[config.mk]
export PLATFORM = sky130hd
export DESIGN_NAME = tsc_front
export DESIGN_NICKNAME = d
export VERILOG_FILES = /design/src/rtl/core/tsc_pkg.sv /design/src/rtl/core/tsc_front.sv
export SDC_FILE = /design/constraint.sdc
export NUM_CORES = 1
export LEC_CHECK = 0
export ABC_AREA = 1
export BUFFER_PORTS_ARGS = -buffer_cell sky130_fd_sc_hd__buf_4
export CAP_MARGIN = 30
export CORE_MARGIN = 4
export CORE_UTILIZATION = 35
export DETAILED_ROUTE_END_ITERATION = 8
export PLACE_DENSITY = 0.56
export SLEW_MARGIN = 20
export SYNTH_ARGS = -nofsm -noshare
export SYNTH_HDL_FRONTEND = slang
export SYNTH_SLANG_ARGS = --single-unit
[constraint.sdc]
create_clock -name clk -period 9.7 [get_ports clk]
set_input_delay 0.485 -clock clk [delete_from_list [all_inputs] [get_ports clk]]
set_output_delay 0.485 -clock clk [all_outputs]
set_load 0.02 [all_outputs]
[src/rtl/core/tsc_pkg.sv]
package tsc_pkg;

  typedef enum logic [2:0] {
    KIND_ACTIVATE  = 3'd0,
    KIND_TICK      = 3'd1,
    KIND_PACKET    = 3'd2,
    KIND_LINK_UP   = 3'd3,
    KIND_LINK_DOWN = 3'd4
  } kind_t;

  typedef enum logic [1:0] {
    ACT_HANDSHAKE = 2'd0,
    ACT_HEARTBEAT = 2'd1,
    ACT_ECHO      = 2'd2,
    ACT_SENSOR    = 2'd3
  } action_t;

  typedef enum logic [2:0] {
    REG_COOLDOWN  = 3'd0,
    REG_TIMEOUT   = 3'd1,
    REG_HEARTBEAT = 3'd2,
    REG_RETRY     = 3'd3,
    REG_STAGGER   = 3'd4,
    REG_PERIOD    = 3'd5,
    REG_HUB       = 3'd6
  } reg_idx_t;

  typedef enum logic [1:0] {
    ST_IDLE  = 2'd0,
    ST_EXEC  = 2'd1,
    ST_EMIT  = 2'd2
  } back_state_t;

  localparam logic [31:0] PTYPE_ECHO      = 32'd10;
  localparam logic [31:0] PTYPE_HEARTBEAT = 32'd1;
  localparam logic [31:0] PTYPE_HANDSHAKE = 32'd3;
  localparam logic [7:0]  FBYTE_HANDSHAKE = 8'd3;

  typedef struct packed {
    logic [2:0]  kind;
    logic [3:0]  tracker;
    logic [31:0] now_ms;
    logic        is_echo;
    logic        is_hb;
    logic        is_hs;
  } evt_t;

  typedef struct packed {
    logic [1:0]  action;
    logic [3:0]  tracker;
    logic [31:0] packet_number;
    logic        reset_socket;
    logic        to_broadcast;
    logic        server_known;
    logic        last;
  } res_t;

endpackage

[src/rtl/core/tsc_front.sv]
module tsc_front #(
  parameter int NUM_TRACKERS = 16,
  parameter int QDEPTH       = 2
) (
  input  logic               clk,
  input  logic               rst_n,
  input  logic               in_valid,
  output logic               in_stall,
  input  logic [2:0]         in_kind,
  input  logic [3:0]         in_tracker,
  input  logic [31:0]        in_now_ms,
  input  logic [31:0]        in_packet_type,
  input  logic [7:0]         in_first_byte,
  input  logic               in_signature_found,
  input  logic [31:0]        in_remote_addr,
  output logic               q_valid,
  output tsc_pkg::evt_t      q_evt,
  output logic [31:0]        q_addr,
  input  logic               q_take
);
  import tsc_pkg::*;

  localparam int PW = $clog2(QDEPTH);

  evt_t        evt_r  [QDEPTH];
  logic [31:0] addr_r [QDEPTH];
  logic [PW-1:0] wp_r, rp_r;
  logic [PW:0]   cnt_r;
  evt_t        cls;
  logic        push, keep;

  always_comb begin
    cls.kind    = in_kind;
    cls.tracker = in_tracker;
    cls.now_ms  = in_now_ms;
    cls.is_echo = (in_packet_type == PTYPE_ECHO);
    cls.is_hb   = (in_packet_type == PTYPE_HEARTBEAT);
    cls.is_hs   = (in_packet_type == PTYPE_HANDSHAKE || in_first_byte == FBYTE_HANDSHAKE)
                  && in_signature_found;
  end

  // Events that can never change state are dropped here.
  assign keep = (in_kind <= 3'(KIND_LINK_DOWN)) &&
                (in_kind == 3'(KIND_LINK_UP) || in_kind == 3'(KIND_LINK_DOWN) ||
                 32'(in_tracker) < NUM_TRACKERS);
  assign in_stall = (cnt_r == (PW+1)'(QDEPTH));
  assign push     = in_valid && !in_stall && keep;
  assign q_valid  = (cnt_r != '0);
  assign q_evt    = evt_r[rp_r];
  assign q_addr   = addr_r[rp_r];

  always_ff @(posedge clk) begin
    if (!rst_n) begin
      wp_r <= '0; rp_r <= '0; cnt_r <= '0;
    end else begin
      if (push) wp_r <= (wp_r == PW'(QDEPTH-1)) ? '0 : wp_r + 1'b1;
      if (q_take) rp_r <= (rp_r == PW'(QDEPTH-1)) ? '0 : rp_r + 1'b1;
      cnt_r <= cnt_r + (PW+1)'(push) - (PW+1)'(q_take);
    end
    if (push) begin
      evt_r[wp_r]  <= cls;
      addr_r[wp_r] <= in_remote_addr;
    end
  end
endmodule

# Word level (Yosys, flattened, before mapping)
# Memories as Yosys holds them, arrays and structs flattened. A register that Yosys moved wholly into a read port is not among the register bits.
# Cells that the tools add are included.
# word_totals
ff_bits	4
ramBits	148
input_bits	116
wordCells	29
mem_count	2
# mem_list
memory	words	width	read_ports	rd_clocked_by_memory_dff	wr	line	text
evt_r	2	42	1	1	1	tsc_front.sv:25	evt_t evt_r [QDEPTH];
addr_r	2	32	1	1	1	tsc_front.sv:26	logic [31:0] addr_r [QDEPTH];
# classes
addsub	4
n_lt_le_gt_ge	1
n_eq_ne	5
muxes	8
n_reduce_logical	6
# ops
op	n
32-bit by 1-bit equality test with 1-bit output (second input constant)	1
32-bit by 2-bit equality test with 1-bit output (second input constant)	1
32-bit by 4-bit equality test with 1-bit output (second input constant)	1
8-bit by 2-bit equality test with 1-bit output (second input constant)	1
1-bit two-way mux	8
3-bit <= comparator (second input constant)	1
1-bit logical AND	3
1-bit adder (second input constant)	2
2-bit by 1-bit adder with 2-bit output	1
2-bit equality test (second input constant)	1
2-bit nonzero test	1
2-bit by 1-bit subtractor with 2-bit output	1
1-bit zero test	1
1-bit logical OR	1

# Logic depth before layout (Yosys ltp)
# logic_depth
ltp_word	6
mapped_depth	9

# Worst setup path before layout
# No wires, ideal clock.
# synth_path
path_kind	input to register
startpoint	in in_kind[1]
endpoint	mem addr_r[0][0], enable pin
arrival_time_ns	3.890
required_ns	9.193
path_slack_ns	5.303
cell_stages	3
n_path_buf	0
cell_sequence	o21ai_0 -> nand3_1 -> nor2_1
# synth_via
elab_chain_cells	4
# synth_rtl
item	line	text
from (decl)	tsc_front.sv:9	input logic [2:0] in_kind,
3-bit <= comparator	tsc_front.sv:43	assign keep = (in_kind <= 3'(KIND_LINK_DOWN)) &&
1-bit logical AND	tsc_front.sv:47	assign push = in_valid && !in_stall && keep;
1-bit two-way mux	tsc_front.sv:60	if (push) begin
1-bit two-way mux (implied by the code)	tsc_front.sv:62	addr_r[wp_r] <= in_remote_addr;
to (decl)	tsc_front.sv:26	
# No other way between the ends.

==> impl_metrics.yaml <==
synth:
  synth-seq-cells: 153
  synth_fp_nets: 425
  yosysWarnings: 0
  synth-seq-area-share_pct: 75.8
  synth_cells: 307
  ys_types: 16
  syn-cell-area_um2: 6000
  synth.avg_cell_area_um2: 19.5
floorplan:
  num_rows: 47
  fp.coreArea_um2: 16700
  io_pins: 192
  chipWidth_um: 139
  fp.dieH_um: 139
  start_util_pct: 35.9
  die_area_um2: 19300
clock_network:
  cts-root-buf: "clkbuf_16"
  cts.repair.resized: 0
  clock_sinks: 153
  path_clk_slew_ns: 0.06
  clock_latency_ns: 0.41
  hold_buffers: 0
  numCtsBuffers: 17
  htree_num_levels: 4
  post_cts_buffers: 0
  cts_buffer_depth: 2
  cts_tree: "yes"
final_layout:
  regArea_um2: 4550
  n_antenna_cell: 0
  fillerInstances: 1459
  final_common_cell: "buf_4"
  final_cell_mix: "buf_4 (194), edfxtp_1 (148), mux2_4 (60), nor2_1 (30)"
  drive_above_1_share_pct: 57.0
  final_cell_area_um2: 8180
  multi_input_area_um2: 1350
  final_util_pct: 49.0
  syn2layout_area_growth_pct: 36.4
  fin_nets: 630
sta:
  finClkSkew_ns: 0.00833
  fmax_ghz: 0.339
  min_period_over_period_pct: 30.4
  min_period_ns: 2.95
  setup_viol: 0
  finalHoldViolCount: 0
  max_slew_margin_pct: 42.1
  rsz0062_at_grt: "no"
  setup-tns-final_ns: 0
  worst-slew-pin-transition_ns: 0.866
  maxSlewViolCount: 0
drt:
  via_per_inst: 4.38
  wl_um: 11800
  ant_nets: 0
  dr.first_iter.drc_count: 110
  vias: 3262
  wl_per_cell_um: 15.8
  drc: 0
  first_pass_iters: 4
grt:
  grt_max_degree: 47
  grtUsageTotal_pct: 12.1
  first_global_vias: 3489
  grt_pass1_wl_um: 18000
  grt_overflow: 0
  antenna_found_initial: 0
setup_path:
  cp.arrival_ns: 2.47
  cp_max_fo: 46
  critPathKind: "reg2out"
  r2r_start: "cnt_r[0]"
  worstSetupStartpointType: "register"
  cp_data_required_time_ns: 9.22
  endpoint_kind: "output port"
min_path:
  hp-start: "in_remote_addr[31]"
  hp-class: "in2reg"
pwr:
  intPower_w: 0.00121
  peakVddDrop_uv: 112
  seqPwrFrac_pct: 49.7
  switching_share_pct: 23.4
  p_total_w: 0.00158
  clock_power_share_pct: 35.6
  p_per_area_nw_per_um2: 194
  power_leakage_nw: 3.23
  p_sw_w: 0.000370
  comb_power_share_pct: 14.7
run_status:
  status: "finished, final reports clean"
job:
  max_cap_violations: 0
placed_design:
  place_congestion: 0.692
  postPlaceCellArea_um2: 7660
  hpwl_um: 8200
  port_buffers: 191
cell families (layout without fill, tap and decap cells):
family	after synthesis	after routing	share of synthesized area (%)
AO/OA/AOI/OAI	5	5	0.417
AND/OR/NAND/NOR	56	56	3.69
multiplexers	74	74	17.7
adder cells (fa/ha/maj)	2	2	0.417
flip-flops	153	153	75.8
buffers and inverters	16	234	1.90
XOR/XNOR	1	1	0.146
worst max-delay path, cell delays in order, from the launching register on:
cell     delay [ns]
dfxtp_4        0.69
buf_4          0.75
mux2_2         0.41
buf_4          0.16
synth_stat cells:
| master | count | area share [%] |
|---|---|---|
| edfxtp_1 | 148 | 74 |
| xnor2_1 | 1 | 0.15 |
| mux2_2 | 14 | 2.6 |
| buf_6 | 7 | 1.3 |
| nor2_1 | 32 | 2.0 |
| a21oi_1 | 2 | 0.17 |
| nand2_1 | 17 | 1.1 |
| dfxtp_1 | 5 | 1.7 |
| o21ai_0 | 3 | 0.25 |
| mux2_4 | 60 | 15 |
| buf_2 | 1 | 0.083 |
| nand3_1 | 4 | 0.33 |
| nor3_1 | 2 | 0.17 |
| ha_1 | 2 | 0.42 |
| nand3b_1 | 1 | 0.13 |
| inv_1 | 8 | 0.50 |
power groups by stage:
| stage | logic (W) | registers [W] | clock network [W] |
|---|---|---|---|
| after CTS | 0.000238 | 0.000787 | 0.000584 |
| after global routing | 0.000250 | 0.000789 | 0.000614 |
| after global placement | 0.000235 | 0.000798 | 0 |
| after floorplan | 0.000135 | 0.000797 | 0 |
| after detailed placement | 0.000237 | 0.000801 | 0 |
| final | 0.000233 | 0.000786 | 0.000564 |
cell type report:
type | instances | share of cell area [%]
sequential | 153 | 55.6
timing repair buffer | 194 | 17.8
inverter | 8 | 0.367
tap | 220 | 3.37
multi-input combinational | 138 | 16.6
clock buffer | 18 | 5.25
clock inverter | 14 | 1.04
sequential cells by signal, indices dropped and copies added (netlist names), named ones only:
| signal | cells |
|---|---|
| addr_r | 64 |
| rp_r | 1 |
| evt_r | 84 |
| cnt_r | 2 |
| wp_r | 1 |
path summary, 6_finish.rpt:
kind,endpoint,slack (ns),cells past startpoint
setup / recovery,q_addr[28],6.75,3
hold / removal,addr_r[1][31],0.26,1
setup reg to reg,addr_r[1][21],7.18,5
hold reg to reg,register,0.48,2
metal layers:
metal / GRT usage, % / routed length (µm) / share of wire (%)
met1: 13.9 / 4870 / 41
met2: 20.1 / 5830 / 50
met5: 0 / 0 / 0
met4: 4.43 / 192 / 1.6
met3: 5.28 / 874 / 7.4
per-stage QoR:
step | hold slack (ns) | worst slack (ns) | std cells
floorplan | 0.458 | 5.30 | 307
global placement | 0.473 | 6.76 | 713
detailed placement | 0.484 | 6.76 | 713
CTS | 0.229 | 6.65 | 745
global route | 0.226 | 6.61 | 745
finish | 0.256 | 6.75 | 745
Power figures use the tool's default switching activity.
