===== config.mk =====
export PLATFORM = sky130hd
export DESIGN_NAME = tsc_back
export DESIGN_NICKNAME = d
export VERILOG_FILES = /design/src/rtl/core/tsc_pkg.sv /design/src/rtl/core/tsc_back.sv
export SDC_FILE = /design/constraint.sdc
export NUM_CORES = 2
export LEC_CHECK = 0
export BUFFER_PORTS_ARGS = -buffer_cell sky130_fd_sc_hd__buf_2
export CAP_MARGIN = 20
export CORE_UTILIZATION = 50
export CTS_CLUSTER_SIZE = 24
export DETAILED_ROUTE_END_ITERATION = 16
export HOLD_SLACK_MARGIN = 0.05
export PLACE_DENSITY = 0.66
export SLEW_MARGIN = 20
export SYNTH_ARGS = -nofsm -noshare
export SYNTH_HDL_FRONTEND = slang
export SYNTH_SLANG_ARGS = --single-unit
export TNS_END_PERCENT = 100

===== constraint.sdc =====
create_clock -name clk -period 14.7 [get_ports clk]
set_clock_uncertainty 0.05 [all_clocks]
set_input_delay 2.94 -clock clk [delete_from_list [all_inputs] [get_ports clk]]
set_output_delay 2.94 -clock clk [all_outputs]
set_load 0.05 [all_outputs]

===== src/rtl/core/tsc_pkg.sv =====
package tsc_pkg;

  typedef enum logic [2:0] {
    KIND_ACTIVATE  = 3'd0,
    KIND_TICK      = 3'd1,
    KIND_PACKET    = 3'd2,
    KIND_LINK_UP   = 3'd3,
    KIND_LINK_DOWN = 3'd4
  } kind_t;

  typedef enum logic [1:0] {
    ACT_HANDSHAKE = 2'd0,
    ACT_HEARTBEAT = 2'd1,
    ACT_ECHO      = 2'd2,
    ACT_SENSOR    = 2'd3
  } action_t;

  typedef enum logic [2:0] {
    REG_COOLDOWN  = 3'd0,
    REG_TIMEOUT   = 3'd1,
    REG_HEARTBEAT = 3'd2,
    REG_RETRY     = 3'd3,
    REG_STAGGER   = 3'd4,
    REG_PERIOD    = 3'd5,
    REG_HUB       = 3'd6
  } reg_idx_t;

  typedef enum logic [1:0] {
    ST_IDLE  = 2'd0,
    ST_EXEC  = 2'd1,
    ST_EMIT  = 2'd2
  } back_state_t;

  localparam logic [31:0] PTYPE_ECHO      = 32'd10;
  localparam logic [31:0] PTYPE_HEARTBEAT = 32'd1;
  localparam logic [31:0] PTYPE_HANDSHAKE = 32'd3;
  localparam logic [7:0]  FBYTE_HANDSHAKE = 8'd3;

  typedef struct packed {
    logic [2:0]  kind;
    logic [3:0]  tracker;
    logic [31:0] now_ms;
    logic        is_echo;
    logic        is_hb;
    logic        is_hs;
  } evt_t;

  typedef struct packed {
    logic [1:0]  action;
    logic [3:0]  tracker;
    logic [31:0] packet_number;
    logic        reset_socket;
    logic        to_broadcast;
    logic        server_known;
    logic        last;
  } res_t;

endpackage


===== src/rtl/core/tsc_back.sv =====
module tsc_back #(
  parameter int NUM_TRACKERS = 16,
  parameter int TIME_BITS    = 32
) (
  input  logic          clk,
  input  logic          rst_n,
  input  logic          q_valid,
  input  tsc_pkg::evt_t q_evt,
  input  logic [31:0]   q_addr,
  output logic          q_take,
  input  logic [19:0]   cooldown_ms,
  input  logic [19:0]   timeout_ms,
  input  logic [19:0]   heartbeat_ms,
  input  logic [19:0]   retry_base_ms,
  input  logic [7:0]    retry_stagger_ms,
  input  logic [3:0]    socket_reset_period,
  input  logic [3:0]    hub_index,
  output logic          out_valid,
  input  logic          out_stall,
  output tsc_pkg::res_t out_res
);
  import tsc_pkg::*;

  localparam int TW = $clog2(NUM_TRACKERS);
  localparam int TB = TIME_BITS;

  logic [NUM_TRACKERS-1:0] act_r, hs_r, init_r;
  logic [TB-1:0] lhs_r [NUM_TRACKERS];
  logic [TB-1:0] lrx_r [NUM_TRACKERS];
  logic [TB-1:0] lhb_r [NUM_TRACKERS];
  logic [TB-1:0] tmo_r [NUM_TRACKERS];
  logic [3:0]    ph_r  [NUM_TRACKERS];
  logic [31:0]   seq_r [NUM_TRACKERS];
  logic disc_r, gs_r;
  logic [31:0] srv_r;

  back_state_t st_r, st_nxt;
  evt_t        e_r;
  res_t        r0_r, r1_r;
  logic        has1_r;
  logic [20:0] interval_r;
  res_t        ob_r;
  logic        ob_v_r;
  logic        em_any_r;
  logic [31:0] q_addr_r;
  logic        ob_load;

  logic [TW-1:0] t;
  logic [TB-1:0] now;
  logic [TB-1:0] d_hs, d_rx, d_hb, d_to;
  logic [3:0]    ph_inc;
  logic [3:0]    per;

  assign t   = e_r.tracker[TW-1:0];
  assign now = e_r.now_ms[TB-1:0];
  assign d_hs = now - lhs_r[t];
  assign d_rx = now - lrx_r[t];
  assign d_hb = now - lhb_r[t];
  assign d_to = now - tmo_r[t];
  assign ph_inc = ph_r[t] + 4'd1;
  assign per = (socket_reset_period == 4'd0) ? 4'd1 : socket_reset_period;

  assign out_valid = ob_v_r;
  assign out_res   = ob_r;
  assign q_take    = (st_r == ST_IDLE) && q_valid;
  assign ob_load   = (st_r == ST_EMIT) && (!ob_v_r || !out_stall) && em_any_r;

  always_comb begin
    st_nxt = st_r;
    case (st_r)
      ST_IDLE: if (q_valid) st_nxt = ST_EXEC;
      ST_EXEC: st_nxt = ST_EMIT;
      ST_EMIT: if (!ob_v_r || !out_stall) begin
        if (!(r0_r.last || has1_r) || r0_r.last) st_nxt = ST_IDLE;
      end
      default: st_nxt = ST_IDLE;
    endcase
  end

  // EXEC does the read-modify-write and builds up to two results.
  always_ff @(posedge clk) begin
    logic        n0, n1;
    res_t        a0, a1;
    logic        hs_fire, cool, to_fire;
    logic [31:0] sq;
    logic        rst_sock;
    if (!rst_n) begin
      st_r <= ST_IDLE;
      act_r <= '0; hs_r <= '0; init_r <= '0;
      disc_r <= 1'b1; gs_r <= 1'b0; srv_r <= '0;
      ob_v_r <= 1'b0; has1_r <= 1'b0;
      r0_r <= '0;
      for (int i = 0; i < NUM_TRACKERS; i++) begin
        lhs_r[i] <= '0; lrx_r[i] <= '0; lhb_r[i] <= '0; tmo_r[i] <= '0;
        ph_r[i] <= '0; seq_r[i] <= '0;
      end
    end else begin
      st_r <= st_nxt;
      if (ob_load) begin
        ob_r <= r0_r; ob_v_r <= 1'b1;
      end else if (ob_v_r && !out_stall) begin
        ob_v_r <= 1'b0;
      end
      case (st_r)
        ST_IDLE: if (q_valid) begin
          e_r <= q_evt;
          interval_r <= 21'(retry_base_ms) + 21'(q_evt.tracker) * 21'(retry_stagger_ms);
        end
        ST_EXEC: begin
          n0 = 1'b0; n1 = 1'b0; a0 = '0; a1 = '0;
          sq = seq_r[t];
          case (e_r.kind)
            3'(KIND_LINK_UP): begin
              gs_r <= 1'b0; disc_r <= 1'b1; srv_r <= '0;
              for (int i = 0; i < NUM_TRACKERS; i++) begin
                if (act_r[i] || 32'(hub_index) == i) begin
                  act_r[i] <= 1'b1;
                  lrx_r[i] <= now; lhb_r[i] <= now; ph_r[i] <= '0;
                  init_r[i] <= 1'b0; hs_r[i] <= 1'b1;
                  lhs_r[i] <= '0; seq_r[i] <= '0;
                end
              end
            end
            3'(KIND_LINK_DOWN): begin
              disc_r <= 1'b1; gs_r <= 1'b0; init_r <= '0; hs_r <= '0;
            end
            3'(KIND_ACTIVATE): if (!act_r[t]) begin
              act_r[t] <= 1'b1; hs_r[t] <= 1'b1; init_r[t] <= 1'b0;
              lhb_r[t] <= now; lhs_r[t] <= now; seq_r[t] <= 32'd1;
              n0 = 1'b1;
              a0 = '{action: ACT_HANDSHAKE, tracker: e_r.tracker, packet_number: 32'd0,
                     reset_socket: 1'b0, to_broadcast: disc_r, server_known: gs_r,
                     last: 1'b0};
            end
            3'(KIND_TICK): if (act_r[t]) begin
              cool = hs_r[t] && (tmo_r[t] != '0) && (32'(d_to) < 32'(cooldown_ms));
              if (!cool) begin
                hs_fire = hs_r[t] && (32'(d_hs) > 32'(interval_r));
                if (hs_fire) begin
                  rst_sock = (ph_inc >= per);
                  lhs_r[t] <= now;
                  ph_r[t] <= rst_sock ? 4'd0 : ph_inc;
                  n0 = 1'b1;
                  a0 = '{action: ACT_HANDSHAKE, tracker: e_r.tracker, packet_number: sq,
                         reset_socket: rst_sock, to_broadcast: disc_r,
                         server_known: gs_r, last: 1'b0};
                  sq = sq + 32'd1;
                end
                to_fire = init_r[t] && (32'(d_rx) > 32'(timeout_ms));
                if (to_fire) begin
                  init_r[t] <= 1'b0; hs_r[t] <= 1'b1; ph_r[t] <= '0;
                  lhs_r[t] <= '0; tmo_r[t] <= now;
                end else if (init_r[t] && e_r.tracker != hub_index &&
                             32'(d_hb) > 32'(heartbeat_ms)) begin
                  lhb_r[t] <= now;
                  if (n0) begin
                    n1 = 1'b1;
                    a1 = '{action: ACT_HEARTBEAT, tracker: e_r.tracker, packet_number: sq,
                           reset_socket: 1'b0, to_broadcast: 1'b0,
                           server_known: gs_r, last: 1'b0};
                  end else begin
                    n0 = 1'b1;
                    a0 = '{action: ACT_HEARTBEAT, tracker: e_r.tracker, packet_number: sq,
                           reset_socket: 1'b0, to_broadcast: 1'b0,
                           server_known: gs_r, last: 1'b0};
                  end
                  sq = sq + 32'd1;
                end
                seq_r[t] <= sq;
              end
            end
            3'(KIND_PACKET): if (act_r[t]) begin
              if (disc_r) begin
                srv_r <= q_addr_r; disc_r <= 1'b0; gs_r <= 1'b1;
              end
              lrx_r[t] <= now;
              if (e_r.is_echo) begin
                n0 = 1'b1;
                a0 = '{action: ACT_ECHO, tracker: e_r.tracker, packet_number: 32'd0,
                       reset_socket: 1'b0, to_broadcast: 1'b0,
                       server_known: gs_r | disc_r, last: 1'b0};
              end else if (e_r.is_hb) begin
                n0 = 1'b1;
                a0 = '{action: ACT_HEARTBEAT, tracker: e_r.tracker, packet_number: sq,
                       reset_socket: 1'b0, to_broadcast: 1'b0,
                       server_known: gs_r | disc_r, last: 1'b0};
                seq_r[t] <= sq + 32'd1;
              end else if (e_r.is_hs && hs_r[t]) begin
                hs_r[t] <= 1'b0; init_r[t] <= 1'b1; tmo_r[t] <= '0;
                // The success flag is already set here: either discovery has just
                // set it, or discovery had ended earlier, which also sets it.
                if (e_r.tracker == hub_index) begin
                  act_r[t] <= 1'b0;
                end else begin
                  n0 = 1'b1; n1 = 1'b1;
                  a0 = '{action: ACT_HANDSHAKE, tracker: e_r.tracker, packet_number: sq,
                         reset_socket: 1'b0, to_broadcast: 1'b0,
                         server_known: 1'b1, last: 1'b0};
                  a1 = '{action: ACT_SENSOR, tracker: e_r.tracker,
                         packet_number: sq + 32'd1, reset_socket: 1'b0,
                         to_broadcast: 1'b0, server_known: 1'b1, last: 1'b0};
                  seq_r[t] <= sq + 32'd2;
                end
              end
            end
            default: ;
          endcase
          // With no result, r0 is marked last so EMIT loads nothing and returns to IDLE.
          a0.last = !n1;
          a1.last = 1'b1;
          r0_r   <= a0;
          r1_r   <= a1;
          has1_r <= n1;
          em_any_r <= n0;
        end
        ST_EMIT: if (!ob_v_r || !out_stall) begin
          if (has1_r) begin
            r0_r <= r1_r; has1_r <= 1'b0;
          end
          em_any_r <= has1_r;
        end
        default: ;
      endcase
    end
  end

  always_ff @(posedge clk) begin
    if (st_r == ST_IDLE && q_valid) q_addr_r <= q_addr;
  end
endmodule


After elaboration in Yosys (flattened, before gate mapping)
Memory sizes are Yosys's and may differ from the RTL's. A register that Yosys moved wholly into a read port is not among the register bits.
Index checks and enable logic that the tools add are counted.
Widths: inputs -> output; s select.
{"block": "word_totals", "regBits": 243, "ramBits": 2624, "input_bits": 174, "mem_count": 6}
{"name": "lhb_r", "depth": 16, "word_bits": 32, "rd": 1, "rd_clocked_by_memory_dff": 1, "write_ports": 16, "line": "tsc_back.sv:30", "rtl": "logic [TB-1:0] lhb_r [NUM_TRACKERS];"}
{"name": "lhs_r", "depth": 16, "word_bits": 32, "rd": 1, "rd_clocked_by_memory_dff": 1, "write_ports": 16, "line": "tsc_back.sv:28", "rtl": "logic [TB-1:0] lhs_r [NUM_TRACKERS];"}
{"name": "lrx_r", "depth": 16, "word_bits": 32, "rd": 1, "rd_clocked_by_memory_dff": 1, "write_ports": 16, "line": "tsc_back.sv:29", "rtl": "logic [TB-1:0] lrx_r [NUM_TRACKERS];"}
{"name": "seq_r", "depth": 16, "word_bits": 32, "rd": 1, "rd_clocked_by_memory_dff": 1, "write_ports": 16, "line": "tsc_back.sv:33", "rtl": "logic [31:0] seq_r [NUM_TRACKERS];"}
{"name": "tmo_r", "depth": 16, "word_bits": 32, "rd": 1, "rd_clocked_by_memory_dff": 1, "write_ports": 16, "line": "tsc_back.sv:31", "rtl": "logic [TB-1:0] tmo_r [NUM_TRACKERS];"}
{"name": "ph_r", "depth": 16, "word_bits": 4, "rd": 1, "rd_clocked_by_memory_dff": 1, "write_ports": 16, "line": "tsc_back.sv:32", "rtl": "logic [3:0] ph_r [NUM_TRACKERS];"}
{"block": "op_classes", "addsub": 9, "n_mul": 1, "magnitude_cmp": 7, "n_eq_ne": 53, "n_mux": 398, "n_bitwise": 96, "n_reduce_logical": 93}
{"cell": "$mux 32", "count": 89}
{"cell": "$mux 42", "count": 14}
{"cell": "$mux 16", "count": 22}
{"cell": "$mux 41", "count": 6}
{"cell": "$mux 1", "count": 211}
{"cell": "$reduce_and 11->1", "count": 16}
{"cell": "$pmux 42 s2", "count": 2}
{"cell": "$mux 40", "count": 4}
{"cell": "$pmux 16 s5", "count": 2}
{"cell": "$reduce_or 32->1", "count": 5}
{"cell": "$reduce_and 9->1", "count": 16}
{"cell": "$mux 4", "count": 32}
{"cell": "$sub 32x32->32", "count": 4}
{"cell": "$pmux 42 s3", "count": 1}
{"cell": "$or 1x1->1", "count": 89}
{"cell": "$add 32x1->32 const B", "count": 2}
{"cell": "$gt 32x20->1", "count": 2}
{"cell": "$ne 2x2->1 const B", "count": 28}
{"cell": "$and 16x16->16", "count": 3}
{"cell": "$or 16x16->16", "count": 3}
{"cell": "$pmux 16 s3", "count": 1}
{"cell": "$add 32x2->32 const B", "count": 1}
{"cell": "$eq 4x4->1 const B", "count": 8}
{"cell": "$gt 32x21->1", "count": 1}
{"cell": "40 further kinds", "count": 95}

Logic depth before layout (Yosys ltp)
{"block": "depth", "ltp_word": 21, "depth_mapped": 54, "depth_no_buf": 34}

Worst setup path after synthesis
Ideal clock, no wire load.
{"block": "synth_timing", "path_kind": "reg-to-reg", "from": "register (tool-made name)", "to": "memory lhb_r[0][0] in the netlist's numbering (enable)", "arrival_ns": 11.536, "path_slack_ns": 2.648, "stages_incl_launch_ff": 44, "path_buffers": 17, "synth_period_minus_slack_ns": 12.052, "cell_sequence": "dfxtp_1 buf_6 buf_12 buf_8 buf_6 buf_8 buf_6 buf_4 buf_2 buf_2 buf_2 buf_2 buf_1 buf_1 mux4_2 mux4_2 inv_1 ha_1 [... 8 more ...] a21oi_1 o21bai_1 xor2_1 ha_1 nand4_1 nor4_1 a21oi_1 nor4_1 nand4_1 nor3_1 and4b_1 o211a_1 and2_1 clkbuf_1 o21ai_1 clkbuf_1 clkbuf_1 o21ai_0"}
{"element": "end, declared", "line": "tsc_back.sv:30"}

==> metrics.log <==
[metrics] mapped cell area: 137000 um^2
[metrics] clock tree root driver cell: clkbuf_16
[metrics] number of gates resized after cts: 0
[metrics] critical path class: flop to flop
[metrics] cell area after placement: 142000 um^2
[metrics] Clock Path Buffers: 4
[metrics] sum of overflow across all layers after global routing: 0
[metrics] clock-pin slew on the worst setup and hold paths: 60 ps
[metrics] global-route wire length before repair: 626000 um
[metrics] data arrival time of the worst path: 12750 ps
[metrics] via count of the first global-routing pass: 88146
[metrics] number of antenna violations at the first check in global routing: 33
[metrics] Final setup viols: 0
[metrics] IO Pins: 218
[metrics] drt pass-1 iters: 8
[metrics] count of buffers from port buffering: 185
[metrics] final slew viol count: 0
[metrics] fraction of final layout cells sized beyond drive strength 1: 19.1%
[metrics] number of buffers inserted during clock tree synthesis: 307
[metrics] number of routed nets with antenna violations: 0
[metrics] sequential share of the synthesized area: 62.2%
[metrics] yosys warns: 0
[metrics] number of instances in the synthesized netlist: 9944
[metrics] final non-filler cell total: 13830
[metrics] Cells on Worst Hold Path: 0
[metrics] synth-to-layout area growth: 11.3%
[metrics] initial standard-cell utilization of the core: 50.4%
[metrics] total of flip-flops plus latches after synthesis: 2869
[metrics] number of cell instances on the worst register-to-register path: 30
[metrics] vias after detailed routing: 89624
[metrics] end point of the worst hold path: out_res[11]$_DFFE_PP_
[metrics] Placeable Area: 271000 um^2
[metrics] cell types with the largest area share after synthesis: edfxtp_1 61%, mux4_2 12%, nor2_1 5.0%, ha_1 2.2%, and2_1 1.9%
[metrics] share of synthesized flip-flops with an asynchronous set or reset: 0%
[metrics] Final Cell Area: 152000 um^2
[metrics] most frequent cells after synthesis: 2769 x edfxtp_1, 1813 x nor2_1, 728 x mux4_2
[metrics] number of clock sinks: 2869
[metrics] post-CTS setup repair buffer count: 0
[metrics] actual transition at the worst max-transition pin: 1220 ps
[metrics] pin count of the biggest net entering global routing: 99
[metrics] unrepaired setup endpoints after global routing: no
[metrics] # fillers: 21589
[metrics] number of library cell types mapped by synthesis: 122
[metrics] highest attainable clock frequency: 0.0816 GHz
[metrics] area enclosed by the die boundary: 276000 um^2
[metrics] final weighted congestion in routability-driven placement: 0.954
[metrics] Die H: 525 um
[metrics] Remaining DRCs: 0
[metrics] mean post-synth cell area: 13.8 um^2
[metrics] CTS tree: done
[metrics] final critical path time including I/O delays and setup: 12250 ps
[metrics] maximum single-stage delay on the critical path: 1090 ps
[metrics] H-tree lvl count: 5
[metrics] leakage power summed over all cells: 53.6 nW
[metrics] width of the chip: 525 um
[metrics] sum of internal, switching and leakage power: 19.7 mW
[metrics] power density relative to cell area: 129 nW/um^2
[metrics] final hold violation count: 0
[metrics] number of hold buffers added after CTS: 0
[metrics] fraction of synthesized cell area taken by the top area cell type: 60.7%
[metrics] Slowest cell on crit path: nand2_1
[metrics] net count after synthesis: 10380
[metrics] Tot GR Track Use: 31.7%
[metrics] maximum ir drop on the vdd rail: 0.000123 V
[metrics] startpoint type of the worst setup path: flop
[metrics] Worst Hold Slack: 379 ps
[metrics] EDFF count, synth: 2769
[metrics] Skew-Pair Late Insertion Delay: 900 ps
[metrics] number of cells after detailed placement: 13263
[metrics] via density per instance: 6.48
[metrics] count of nets after finishing: 10443
[metrics] number of placement rows: 191
[metrics] Final period util: 83.3%
[metrics] Required @ worst endpoint: 15200 ps
[metrics] number of design-rule violations left by the first detailed-router iteration: 12137
[metrics] commonest register cell after synthesis: edfxtp_1
[metrics] max_cap viols: 0
[metrics] register-to-register path setup slack: 2450 ps
[metrics] most instantiated library cell after synthesis: edfxtp_1
[metrics] R2R Path End: tmo_r[13][5]$_SDFFCE_PN0P_
[metrics] outcome: finished clean
[metrics] type of the tightest min-delay check: flop to flop
[metrics] total negative slack: 0 ps
[metrics] post-DP HPWL: 272000 um
[metrics] cell repeated most along the worst path: nand2_1
[metrics] nature of the critical path endpoint: flop
[metrics] post-synthesis cell type with the largest combined area: edfxtp_1
[metrics] overall routed net length: 442000 um
[metrics] maximum fanout along the worst path: 51
[metrics] post-detailed-route wirelength per cell: 32.0 um
[metrics] headroom to the max-slew limit: 18.6%
[metrics] start point of the worst min-delay path: r0_r[11]$_SDFFE_PN0P_
-- per-stage QoR --
| stage | setup slack (ps) | util, % |
|---|---|---|
| finish | 2450 | 56.1 |
| detailed placement | 2520 | 52.5 |
| global route | 2090 | 56.1 |
| CTS | 2480 | 56.0 |
| floorplan | 2650 | - |
| global placement | 2650 | 52.4 |
-- how the worst max path moves through the flow --
stage | start | to | slack (ps) | cells after the start
floorplan | flop | lhb_r[0][0]$_DFFE_PP_ | 2650 | 43
CTS | flop | tmo_r[6][9]$_SDFFCE_PN0P_ | 2480 | 30
detailed placement | flop | tmo_r[6][15]$_SDFFCE_PN0P_ | 2520 | 30
finish | flop | tmo_r[13][5]$_SDFFCE_PN0P_ | 2450 | 30
global route | flop | seq_r[15][27]$_SDFFCE_PN0P_ | 2090 | 32
global placement | flop | seq_r[0][19]$_SDFFCE_PN0P_ | 2650 | 32
-- state kept, by name, indices dropped and copies added, names as in the netlist, 2 cells and up, named ones only --
name / cells
act_r: 16
e_r: 6
hs_r: 16
init_r: 16
interval_r: 21
lhb_r: 512
lhs_r: 512
lrx_r: 512
now: 32
out_res: 42
ph_r: 64
r0_r: 42
r1_r: 39
seq_r: 512
st_r: 2
t: 4
tmo_r: 512
-- routing by layer --
layer,GRT usage [%],vias to the layer above,part of all wire [%],routed length [um]
li1,-,37149,-,-
met1,41.7,45757,37,164000
met2,50.9,5640,47,209000
met3,6.19,1060,11,47100
met4,14.9,18,5.1,22800
met5,0,-,0.036,161
-- where the power goes --
part | internal [mW] | switching [mW]
Clock | 4.34 | 3.27
Combinational | 0.987 | 1.71
Sequential | 9.25 | 0.103
-- critical path: cells and delay by family, from the launching register on --
kind | cells | cell delay, ps
adder cells (fa/ha/maj) | 2 | 650
AND/OR/NAND/NOR | 12 | 4270
XOR/XNOR | 1 | 180
buffers and inverters | 3 | 1370
flip-flops | 1 | 850
multiplexers | 1 | 600
AO/OA/AOI/OAI | 11 | 3610
-- kinds of logic (layout without fill, tap and decap cells) --
| group | count (synthesis) | after routing | share of synthesized area, % |
|---|---|---|---|
| fa+ha+maj | 262 | 262 | 2.53 |
| mux | 826 | 826 | 13.1 |
| flops | 2869 | 2869 | 62.2 |
| simple gates | 3709 | 3709 | 12.5 |
| xor+xnor | 189 | 189 | 1.21 |
| buf+inv | 1019 | 1311 | 3.23 |
| compound gates | 1070 | 1070 | 5.19 |
| other cells | 0 | 24 | 0 |
-- layout make-up --
type                            count  area [um^2]  area share (%)
Inverter                          251          950           0.623
Tap cell                         3570         4470            2.93
Sequential cell                  2869        85200            55.9
Multi-Input combinational cell   6056        48300            31.7
Timing Repair Buffer              522         3660            2.41
Clock buffer                      383         8140            5.34
Antenna cell                       24         60.1          0.0394
Clock inverter                    155         1580            1.04
-- placed cells by master (no fill, tap or decap), types with 28 or more instances in the layout --
cell type,instances
nand2_2,62
a31oi_1,87
buf_2,184
xor2_1,64
a22o_1,29
inv_1,245
o21a_1,34
mux4_2,728
o21ai_4,34
mux4_1,34
o21ai_0,186
dfxtp_1,96
buf_4,321
a211oi_1,42
edfxtp_1,2769
clkinv_1,53
xnor2_1,125
a21oi_1,258
clkbuf_1,66
mux2i_1,35
nand3_1,128
clkbuf_16,313
a22oi_1,28
nand4_1,55
clkinv_2,52
nor4_1,34
nor2_1,1808
a21o_1,57
nand2b_1,43
nand2_1,504
nor2b_1,356
ha_1,237
and2_1,405
nor3_1,137
(Power assumes the default switching activity.)
